## src/rtl/core/rdi_div_pipe.sv

```systemverilog
`default_nettype none

// Restoring divider, one quotient bit per stage. The caller guarantees
// (num >> QUO_W) < den, or discards the result.
module rdi_div_pipe #(
    parameter int NUM_W  = 48,
    parameter int DEN_W  = 32,
    parameter int QUO_W  = 31,
    parameter int SIDE_W = 1
) (
    input  wire logic              i_clk,
    input  wire logic              i_rst_n,
    input  wire logic              i_en,
    input  wire logic              i_valid,
    input  wire logic [NUM_W-1:0]  i_num,
    input  wire logic [DEN_W-1:0]  i_den,
    input  wire logic [SIDE_W-1:0] i_side,
    output logic                   o_valid,
    output logic [QUO_W-1:0]       o_quo,
    output logic [SIDE_W-1:0]      o_side
);

    localparam int RW = DEN_W + 1;

    logic              r_valid [QUO_W];
    logic [RW-1:0]     r_rem   [QUO_W];
    logic [QUO_W-1:0]  r_quo   [QUO_W];
    logic [QUO_W-1:0]  r_low   [QUO_W];
    logic [DEN_W-1:0]  r_den   [QUO_W];
    logic [SIDE_W-1:0] r_side  [QUO_W];

    for (genvar k = 0; k < QUO_W; k++) begin : g_stage
        logic              p_valid;
        logic [RW-1:0]     p_rem;
        logic [QUO_W-1:0]  p_quo;
        logic [QUO_W-1:0]  p_low;
        logic [DEN_W-1:0]  p_den;
        logic [SIDE_W-1:0] p_side;
        logic [RW-1:0]     trial;
        logic              ge;

        if (k == 0) begin : g_first
            assign p_valid = i_valid;
            assign p_rem   = RW'(i_num >> QUO_W);
            assign p_quo   = '0;
            assign p_low   = i_num[QUO_W-1:0];
            assign p_den   = i_den;
            assign p_side  = i_side;
        end else begin : g_next
            assign p_valid = r_valid[k-1];
            assign p_rem   = r_rem[k-1];
            assign p_quo   = r_quo[k-1];
            assign p_low   = r_low[k-1];
            assign p_den   = r_den[k-1];
            assign p_side  = r_side[k-1];
        end

        // bring down the next dividend bit and try the subtraction
        assign trial = {p_rem[RW-2:0], p_low[QUO_W-1-k]};
        assign ge    = (trial >= {1'b0, p_den});

        always_ff @(posedge i_clk) begin
            if (!i_rst_n) begin
                r_valid[k] <= 1'b0;
            end else if (i_en) begin
                r_valid[k] <= p_valid;
            end
        end

        always_ff @(posedge i_clk) begin
            if (i_en) begin
                r_rem[k]  <= ge ? (trial - {1'b0, p_den}) : trial;
                r_quo[k]  <= {p_quo[QUO_W-2:0], ge};
                r_low[k]  <= p_low;
                r_den[k]  <= p_den;
                r_side[k] <= p_side;
            end
        end
    end

    assign o_valid = r_valid[QUO_W-1];
    assign o_quo   = r_quo[QUO_W-1];
    assign o_side  = r_side[QUO_W-1];

endmodule

`default_nettype wire

```

## config.mk

```make
export PLATFORM = sky130hd
export DESIGN_NAME = rdi_div_pipe
export DESIGN_NICKNAME = d
export VERILOG_FILES = /design/src/rtl/core/rdi_div_pipe.sv
export SDC_FILE = /design/constraint.sdc
export NUM_CORES = 2
export LEC_CHECK = 0
export BUFFER_PORTS_ARGS = -buffer_cell sky130_fd_sc_hd__buf_4
export CAP_MARGIN = 5
export CELL_PAD_IN_SITES_DETAIL_PLACEMENT = 1
export CELL_PAD_IN_SITES_GLOBAL_PLACEMENT = 2
export CORE_AREA = 2 2 582 584
export CTS_CLUSTER_SIZE = 16
export DETAILED_ROUTE_END_ITERATION = 12
export DIE_AREA = 0 0 584 586
export PLACE_DENSITY = 0.92
export SETUP_SLACK_MARGIN = 0.2
export SLEW_MARGIN = 20
export SYNTH_ARGS = -nofsm -noshare
export SYNTH_HDL_FRONTEND = slang
export SYNTH_SLANG_ARGS = --single-unit
```

## constraint.sdc

```tcl
create_clock -name i_clk -period 5 [get_ports i_clk]
set_input_delay 1 -clock i_clk [delete_from_list [all_inputs] [get_ports i_clk]]
set_output_delay 1 -clock i_clk [all_outputs]
set_load 0.02 [all_outputs]
```

==> results.py <==
metrics = {
    "critical_path": {
        "critPathKind": "reg -> reg",
        "arrival_time_reported_for_the_critical_path_endpoint_ns": 5.20,
        "startpoint_type": "flop",
        "worst_setup_path_end_kind": "flop",
        "worstPathMaxFanout": 47,
        "cp_data_required_time_ns": 5.71,
        "regToRegSetupSlack_ns": 0.51,
    },
    "synth": {
        "netlist.top_cell.by_area": "edfxtp_1",
        "async_sr_flop_fraction": 0,
        "synth_common_cells": "2,942 x edfxtp_1, 1,235 x inv_1, 980 x a21oi_1",
        "synth.yosys.warnings": 0,
        "post_synth_instance_area_mm2": 0.151,
        "syn_nets": 13422,
        "synth.most_common_cell": "edfxtp_1",
        "ys_dominant_reg_cell": "edfxtp_1",
        "synth_instances": 12329,
        "number_of_flops_mapped_to_enable_cells_by_yosys": 2942,
        "synth.ff_latch_count": 2943,
        "synth_top_cells_by_area": "edfxtp_1 59%, ha_1 8.1%, a21oi_1 3.3%",
        "synthDominantCellAreaShare": 0.587,
        "yosysSeqAreaShare": 0.587,
        "synthesized_area_per_cell_um2": 12.2,
        "synth_cell_type_count": 103,
    },
    "timing": {
        "final.min_clock_period_ns": 4.49,
        "grt_setup_unrepaired": "false",
        "maxSlewViolCount": 0,
        "post_route_clock_skew_ns": 0.0825,
        "worstMarginPinSlew_ns": 1.05,
        "final_report_hold_violation_count": 0,
        "timing.setup.tns_ns": 0,
        "max_freq_mhz": 223,
        "post-route-period-util": 0.898,
        "slew_headroom": 0.297,
        "setup_violations": 0,
    },
    "clock_network": {
        "cts-root-buf": "clkbuf_16",
        "post_cts.repair.setup_buffers": 0,
        "tritoncts": "built",
        "cts.clk_slew.worst_paths_ns": 0.06,
        "clk-insertion-delay-late_ns": 0.96,
        "clock_path_buffers": 4,
        "number_of_gates_resized_after_cts": 0,
        "holdBufCountCts": 0,
        "htree_levels": 5,
        "cts_buffers": 333,
        "tritoncts_num_sinks": 2943,
    },
    "global_route": {
        "grt_pass1_vias": 103043,
        "grt_util_all_layers": 0.225,
        "globalRoute.totalOverflow": 0,
        "grt_start_max_net_pins": 155,
        "grt_first_pass_wirelength_um": 604000,
        "number_of_antenna_violations_at_the_first_check_in_global_routing": 7,
    },
    "power": {
        "p_leak_nw": 67.9,
        "peakVddDrop_mv": 0.316,
        "power.density_cell_area_mw_per_mm2": 659,
    },
    "route": {
        "routed-via-count": 97294,
        "antenna_violating_nets_post_route": 0,
        "route.detailed.wl_per_inst_um": 22.5,
        "detail_route.drc_violations": 0,
        "drt_iter0_drc": 6313,
        "vias_per_cell": 5.61,
        "drtPass1Iterations": 8,
        "totalWireLength_um": 390000,
    },
    "layout": {
        "final_core_util": 0.502,
        "syn_to_final_growth_pct": 11.9,
        "drive_above_1_share": 0.0959,
        "nNetsFinal": 13749,
    },
    "run": {
        "max-cap-violations": 0,
    },
    "floorplan": {
        "placeableCoreArea_mm2": 0.336,
        "io-pin-count": 118,
        "die_area_mm2": 0.342,
        "placement_rows": 213,
        "die-height_um": 586,
        "initial_core_util": 0.448,
        "die-width_um": 584,
    },
    "outcome": {
        "run_status": "finished clean",
    },
    "placement": {
        "hpwlAfterDp_um": 291000,
        "portBuffers": 117,
        "place.gp.congestion": 0.908,
    },
    "worst_hold_path": {
        "hold_path.class": "in -> reg",
    },
}
[final timing paths]
kind                                     from            end  depth (start not counted)
worst min-delay path                i_num[15]   r_low[0][15]                          1
worst min register to register  r_side[0][14]  r_side[0][15]                          0
worst max register to register   r_rem[0][99]  r_rem[0][136]                         12
worst max-delay path             r_rem[0][99]  r_rem[0][136]                         12
[stage by stage]
stage	power [mW]	std cells	instance area (um^2)	hold WS, ns	setup slack, ns
global route	118	17333	169000	0.188	0.218
global placement	84.5	16727	158000	0.401	0.385
CTS	112	17332	168000	0.141	0.502
finish	111	17334	169000	0.223	0.510
floorplan	72.1	12329	151000	0.400	1.15
detailed placement	86.5	16728	158000	0.405	0.387
[metal layers]
metal	global-route usage	wire length, um	share of wire
met4	0.0801	14000	0.036
met1	0.278	163000	0.42
met2	0.409	200000	0.51
met5	0	0	0
met3	0.0209	12600	0.032
[power by group]
part	switching (mW)	internal [mW]	total (mW)
clock	10.4	14.0	24.4
sequential	4.10	35.3	39.4
combinational	27.0	20.2	47.2
total	41.5	69.5	111
[flip-flops by register name, indices dropped and copies added (netlist names)]
signal	flops
r_valid	31
r_rem	960
r_low	465
r_side	31
r_quo	496
r_den	960
[cell families after synthesis]
kind of cell             after synthesis  share of synthesized area
AO/OA/AOI/OAI                       3108                      0.130
flip-flops                          2943                      0.587
AND/OR/NAND/NOR                     2548                     0.0810
buffers and inverters               1507                     0.0387
adder cells (fa/ha/maj)             1008                     0.0853
XOR/XNOR                             784                     0.0456
multiplexers                         431                     0.0326
[final cells by class]
type | count | area, um^2
fill | 34417 | 167000
sequential | 2943 | 88400
multi-input combinational | 7879 | 56600
clock buffer | 388 | 8620
tap | 4407 | 5510
inverter | 1235 | 4640
timing repair buffer | 264 | 2570
clock inverter | 216 | 2180
antenna | 2 | 5.00
[cells in the final DEF, fill, tap and decap left out, types with 39 or more instances in the layout]
| cell type | instances |
|---|---|
| edfxtp_1 | 2942 |
| inv_1 | 1235 |
| ha_1 | 978 |
| a21oi_1 | 977 |
| nand2_1 | 767 |
| o21ai_0 | 692 |
| nor2_1 | 658 |
| a21o_1 | 532 |
| xnor2_1 | 479 |
| mux2_2 | 367 |
| clkbuf_16 | 337 |
| xor2_1 | 305 |
| buf_4 | 218 |
| nand3_1 | 176 |
| nand2b_1 | 149 |
| nand4_1 | 147 |
| nor2b_1 | 143 |
| o21a_1 | 131 |
| nor3_1 | 127 |
| and3_1 | 121 |
| o21bai_1 | 97 |
| a31oi_1 | 95 |
| a211oi_1 | 85 |
| o31ai_1 | 74 |
| clkinv_1 | 69 |
| clkinv_2 | 60 |
| clkbuf_1 | 51 |
| or3_1 | 47 |
| buf_12 | 44 |
| and2_1 | 42 |
| a21boi_0 | 41 |
| o211ai_1 | 40 |
| nor4_1 | 39 |
[worst max-delay path: stages (launching register included)]
cell	delay (ns)
edfxtp_1	0.42
ha_1	0.35
nor2b_1	0.14
o21ai_0	0.29
a21boi_1	0.17
o31ai_1	0.42
a21oi_1	0.23
a221o_1	0.49
a211oi_1	0.40
o21bai_1	0.23
a21oi_4	0.42
buf_12	0.27
mux2_2	0.36
Note: power is estimated with default switching activity, not from simulation.
