===== src/rtl/core/rdi_pkg.sv =====
`default_nettype none

package rdi_pkg;

    // default build options
    localparam int FRAC_BITS_DEF    = 16;
    localparam int CORDIC_STEPS_DEF = 16;

    // fixed field widths
    localparam int POS_W   = 32;
    localparam int T_W     = 31;
    localparam int UV_BITS = 16;
    localparam int V_W     = UV_BITS + 1;

    localparam logic [T_W-1:0] RADIUS_RESET = T_W'(65536);
    localparam logic [V_W-1:0] V_ONE        = V_W'(1) << UV_BITS;

    // angle in turns, Q0.32
    localparam int          ANGLE_W   = 32;
    localparam logic [31:0] HALF_TURN = 32'h8000_0000;
    localparam int          ATAN_LEN  = 24;

    // floor(atan(2^-i) / (2 pi) * 2^32)
    localparam logic [31:0] ATAN_TURNS [ATAN_LEN] = '{
        32'd536870912, 32'd316933405, 32'd167458907, 32'd85004756,
        32'd42667331,  32'd21354465,  32'd10679838,  32'd5340245,
        32'd2670163,   32'd1335086,   32'd667544,    32'd333772,
        32'd166886,    32'd83443,     32'd41721,     32'd20860,
        32'd10430,     32'd5215,      32'd2607,      32'd1303,
        32'd651,       32'd325,       32'd162,       32'd81
    };

    typedef struct packed {
        logic signed [POS_W-1:0] origin_x;
        logic signed [POS_W-1:0] origin_y;
        logic signed [POS_W-1:0] origin_z;
        logic signed [POS_W-1:0] dir_x;
        logic signed [POS_W-1:0] dir_y;
        logic signed [POS_W-1:0] dir_z;
        logic        [T_W-1:0]   t_limit;
    } t_ray;

    typedef struct packed {
        logic                    hit;
        logic        [T_W-1:0]   t_hit;
        logic signed [POS_W-1:0] hit_x;
        logic signed [POS_W-1:0] hit_z;
        logic        [UV_BITS-1:0] coord_u;
        logic        [V_W-1:0]   coord_v;
    } t_result;

endpackage

`default_nettype wire


===== src/rtl/core/rdi_cordic_pipe.sv =====
`default_nettype none

// CORDIC vectoring, one micro-rotation per stage, angle in turns (Q0.32).
module rdi_cordic_pipe #(
    parameter int STEPS  = 16,
    parameter int SIDE_W = 1
) (
    input  wire logic                        i_clk,
    input  wire logic                        i_rst_n,
    input  wire logic                        i_en,
    input  wire logic                        i_valid,
    input  wire logic signed [rdi_pkg::POS_W-1:0] i_x,
    input  wire logic signed [rdi_pkg::POS_W-1:0] i_y,
    input  wire logic [SIDE_W-1:0]           i_side,
    output logic                             o_valid,
    output logic [rdi_pkg::ANGLE_W-1:0]      o_angle,
    output logic [SIDE_W-1:0]                o_side
);

    import rdi_pkg::*;

    // headroom for the CORDIC gain
    localparam int CW = POS_W + 3;

    logic                r_valid [STEPS+1];
    logic signed [CW-1:0] r_x    [STEPS+1];
    logic signed [CW-1:0] r_y    [STEPS+1];
    logic [ANGLE_W-1:0]  r_a     [STEPS+1];
    logic [SIDE_W-1:0]   r_side  [STEPS+1];

    logic signed [CW-1:0] x_ext;
    logic signed [CW-1:0] y_ext;

    assign x_ext = CW'(i_x);
    assign y_ext = CW'(i_y);

    // left half-plane: rotate by half a turn first
    always_ff @(posedge i_clk) begin
        if (!i_rst_n) begin
            r_valid[0] <= 1'b0;
        end else if (i_en) begin
            r_valid[0] <= i_valid;
        end
    end

    always_ff @(posedge i_clk) begin
        if (i_en) begin
            r_x[0]    <= i_x[POS_W-1] ? -x_ext : x_ext;
            r_y[0]    <= i_x[POS_W-1] ? -y_ext : y_ext;
            r_a[0]    <= i_x[POS_W-1] ? HALF_TURN : '0;
            r_side[0] <= i_side;
        end
    end

    for (genvar k = 0; k < STEPS; k++) begin : g_step
        logic signed [CW-1:0] sx;
        logic signed [CW-1:0] sy;
        logic                 neg;

        assign sx  = r_y[k] >>> k;
        assign sy  = r_x[k] >>> k;
        assign neg = r_y[k][CW-1];

        always_ff @(posedge i_clk) begin
            if (!i_rst_n) begin
                r_valid[k+1] <= 1'b0;
            end else if (i_en) begin
                r_valid[k+1] <= r_valid[k];
            end
        end

        always_ff @(posedge i_clk) begin
            if (i_en) begin
                if (!neg) begin
                    r_x[k+1] <= r_x[k] + sx;
                    r_y[k+1] <= r_y[k] - sy;
                    r_a[k+1] <= r_a[k] + ATAN_TURNS[k];
                end else begin
                    r_x[k+1] <= r_x[k] - sx;
                    r_y[k+1] <= r_y[k] + sy;
                    r_a[k+1] <= r_a[k] - ATAN_TURNS[k];
                end
                r_side[k+1] <= r_side[k];
            end
        end
    end

    assign o_valid = r_valid[STEPS];
    assign o_angle = r_a[STEPS];
    assign o_side  = r_side[STEPS];

endmodule

`default_nettype wire


===== config.mk =====
export PLATFORM = sky130hd
export DESIGN_NAME = rdi_cordic_pipe
export DESIGN_NICKNAME = d
export VERILOG_FILES = /design/src/rtl/core/rdi_pkg.sv /design/src/rtl/core/rdi_cordic_pipe.sv
export SDC_FILE = /design/constraint.sdc
export NUM_CORES = 2
export LEC_CHECK = 0
export BUFFER_PORTS_ARGS = -buffer_cell sky130_fd_sc_hd__buf_2
export CORE_MARGIN = 1.5
export CORE_UTILIZATION = 40
export DETAILED_ROUTE_END_ITERATION = 8
export PLACE_DENSITY = 0.6
export SYNTH_ARGS = -nofsm -noshare
export SYNTH_HDL_FRONTEND = slang
export SYNTH_SLANG_ARGS = --single-unit

===== constraint.sdc =====
create_clock -name i_clk -period 5.6 [get_ports i_clk]
set_input_delay 1.12 -clock i_clk [delete_from_list [all_inputs] [get_ports i_clk]]
set_output_delay 1.12 -clock i_clk [all_outputs]
set_load 0.02 [all_outputs]

==> results.sh <==
export IMPL_die_h_um=570
export IMPL_dr_max_layer_used="met4"
export IMPL_start_util_pct=40.1
export IMPL_placed_area_um2=137000
export IMPL_grt_pass1_wl_mm=542
export IMPL_drt_first_iter_violations=6414
export IMPL_dr_total_vias=101000
export IMPL_drv_slew=0
export IMPL_yosysWarningCount=0
export IMPL_dp_hpwl_mm=278
export IMPL_setup_violations_final=0
export IMPL_hold_class="register to register"
export IMPL_global_route_overflow_total=0
export IMPL_syn_instance_count=13500
export IMPL_areaGrowthSynthToFinish_pct=11.2
export IMPL_worst_setup_path_end_kind="register"
export IMPL_commonest_cells_after_routing_fill_and_taps_aside="edfxtp_1 (1510), ha_1 (1454), a21oi_1 (1356), xnor2_1 (1266), nor2_1 (1021)"
export IMPL_worstReg2RegStart="r_y[10][14]"
export IMPL_ys_seq_elements=1511
export IMPL_synth_edff_count=1510
export IMPL_clockRootBuffer="clkbuf_16"
export IMPL_detail_route_antenna_nets=0
export IMPL_met1_length_mm=146
export IMPL_fp_coreArea_um2=320000
export IMPL_tritoncts="done"
export IMPL_finClkSkew_ps=71.5
export IMPL_vias_per_cell=5.50
export IMPL_cell_family_with_most_cp_delay="simple AND/OR/NAND/NOR gates"
export IMPL_die_outline_area_um2=325000
export IMPL_cts_max_level=4
export IMPL_met2_length_mm=174
export IMPL_clk_pin_slew_ps=60
export IMPL_synth_compound_gate_area_share_pct=20.7
export IMPL_first_global_vias=97700
export IMPL_cell_depth_of_the_worst_min_delay_path=0
export IMPL_tritoncts_num_buffers=188
export IMPL_report_final_hold_viol_count=0
export IMPL_slew_worst_pin_ps=1050
export IMPL_max_slew_margin_pct=29.7
export IMPL_num_io_pins=103
export IMPL_rsz0062_at_grt="false"
export IMPL_synth_fa_ha_area_share_pct=14.8
export IMPL_outcome="complete, no violations"
export IMPL_critPathRequiredTime_ps=6190
export IMPL_globalplace_congestion=0.944
export IMPL_final_area_um2=143000
export IMPL_grt_antenna_before_repair=4
export IMPL_critical_path_startpoint_type="register"
export IMPL_cp_num_buf_inv=0
export IMPL_post_route_period_util_pct=95.2
export IMPL_critical_path_cell_chain="nor3_2 -> nand2b_1 -> nor4_4 -> nand3_1 -> or4_1 -> or3_1 -> nand2_1 -> xor2_1 -> ha_1 -> nand2_1 -> nand2b_1 -> a2111o_1 -> a31o_2 -> a21o_1 -> a211oi_1 -> o21bai_1 -> a31oi_1 -> o21bai_1 -> a21oi_1 -> xnor2_1"
export IMPL_yosys_most_used_dff="edfxtp_1"
export IMPL_nets=15500
export IMPL_synth_distinct_cells=105
export IMPL_muxShareOfSynthArea_pct=0.564
export IMPL_worst_r2r_setup_slack_ps=270
export IMPL_setup_fix_buffers_added_after_clock_tree_synthesis=0
export IMPL_synth_top_family_by_area="compound AO/OA/AOI/OAI gates"
export IMPL_max_clock_path_buffers=4
export IMPL_worst_path_largest_cell_delay_ps=510
export IMPL_timing_rr_end="r_x[11][34]"
export IMPL_detail_route_first_pass_iterations=6
export IMPL_worstHoldEndpoint="r_side[0][14]"
export IMPL_netlist_area_um2=129000
export IMPL_worst_r2r_cell_count=20
export IMPL_grt_max_degree=187
export IMPL_numClockSinks=1511
export IMPL_chip_width_um=570
export IMPL_post_place_cells=18100
export IMPL_worst_hold_startpoint="r_side[0][13]"
export IMPL_synth_simple_gate_area_share_pct=12.9
export IMPL_syn_area_per_cell_um2=9.53
export IMPL_std_cell_rows=208
export IMPL_post_route_non_filler_standard_cell_count=18400
export IMPL_clock_fmax_mhz=188
export IMPL_finalWirelength_mm=347
export IMPL_seq_area_frac_synth_pct=35.3
export IMPL_crit_path_top_delay_cell="edfxtp_1"
export IMPL_critical_path_startpoint="r_y[10][14]"
export IMPL_cp_arrival_ps=5920
export IMPL_layout_cells_sized_above_1_pct=6.64
export IMPL_buffer_ports_inserted=101
export IMPL_asyncSetResetFlopFracSynth_pct=0
export IMPL_setup_worst_path_class="register to register"
export IMPL_met3_wirelength_mm=12.5
export IMPL_routedWlPerCell_um=18.8
export IMPL_crit_fanout=7
export IMPL_synth_top_cell_by_area="edfxtp_1"
export IMPL_mostFrequentLayoutCell="edfxtp_1"
export IMPL_synth_top_area_share_pct=35.3
export IMPL_drc=0
export IMPL_synth_xor_area_share_pct=13.4
export IMPL_maxCapViolCount=0
export IMPL_netlist_top_cells_area="edfxtp_1 (35%), ha_1 (14%), xnor2_1 (8.6%), a21oi_1 (5.3%), xor2_1 (4.7%)"
export IMPL_final_min_clock_period_ps=5330
export IMPL_clkLatencyLatePin_ps=880
export IMPL_tot_gr_track_use_pct=20.7
-- what timing repair did --
| item | CTS | global route |
|---|---|---|
| endpoints found under the setup margin | 0 | 11 |
| resized for setup | 0 | 15 |
| hold buffers | 0 | 0 |
| endpoints found under the hold margin | 0 | 0 |
-- flip-flops by register name, summed over array words and instances (netlist names) --
signal,count
r_a,441
r_y,526
r_x,510
r_side,17
r_valid,17
-- cell type report --
type	instances	area [um^2]
Clock buffer	222	4850
Fill cell	30900	177000
Clock inverter	116	1280
Tap cell	4305	5390
Multi-Input combinational cell	11200	80200
Sequential cell	1511	45400
Timing Repair Buffer	498	3680
Antenna cell	16	40.0
Inverter	583	2190
-- logic make-up after synthesis --
group / Yosys count
AOI/OAI and AO/OA: 4187
xor gates and xnor gates: 1963
adders and majority gates: 1494
buffers and inverters: 832
DFF: 1511
muxes: 69
other: 1
and+or+nand+nor: 3440
-- cell usage after synthesis, drive strengths merged (36+ instances only) --
cell / number
a211oi: 82
a21boi: 56
a21o: 670
a21oi: 1357
a221oi: 36
a31oi: 113
and2: 66
and3: 123
clkbuf: 219
edfxtp: 1510
fa: 40
ha: 1454
inv: 575
mux2i: 41
nand2: 806
nand2b: 224
nand3: 225
nand4: 106
nor2: 1022
nor2b: 204
nor3: 271
nor4: 115
o211ai: 37
o21a: 192
o21ai: 846
o21bai: 207
o31ai: 196
o41ai: 92
or2: 42
or3: 79
or4: 68
xnor2: 1266
xor2: 697
-- metrics by stage --
| step | utilization, % | setup slack (ps) | hold WS, ps | setup TNS, ps |
|---|---|---|---|---|
| 3_3_place_gp | 42.7 | -48.0 | 400 | -48.6 |
| 3_5_place_dp | 42.7 | 22.8 | 405 | 0 |
| 2_1_floorplan | - | 29.7 | 400 | 0 |
| 5_1_grt | 44.6 | 22.1 | 423 | 0 |
| 6_report | 44.6 | 271 | 411 | 0 |
| 4_1_cts | 44.6 | 124 | 399 | 0 |
-- per-layer routing --
layer  up-vias  GRT usage [%]
met5         -              0
met4         0           8.18
met3       565           1.96
met2      2046           37.8
met1     47600           24.8
li1      51000              -
-- worst max-delay path by stage --
| stage | end | slack, ps | cells past startpoint |
|---|---|---|---|
| 2_1_floorplan | r_x[4][34] | 30 | 20 |
| 3_3_place_gp | r_x[14][32] | -50 | 20 |
| 3_5_place_dp | r_x[14][32] | 20 | 20 |
| 4_1_cts | r_y[11][33] | 120 | 19 |
| 5_1_grt | r_x[11][34] | 20 | 20 |
| 6_report | r_x[11][34] | 270 | 20 |
Power is not shown: default switching activity piles up to over one toggle a cycle in this logic, so the estimate is an artifact.
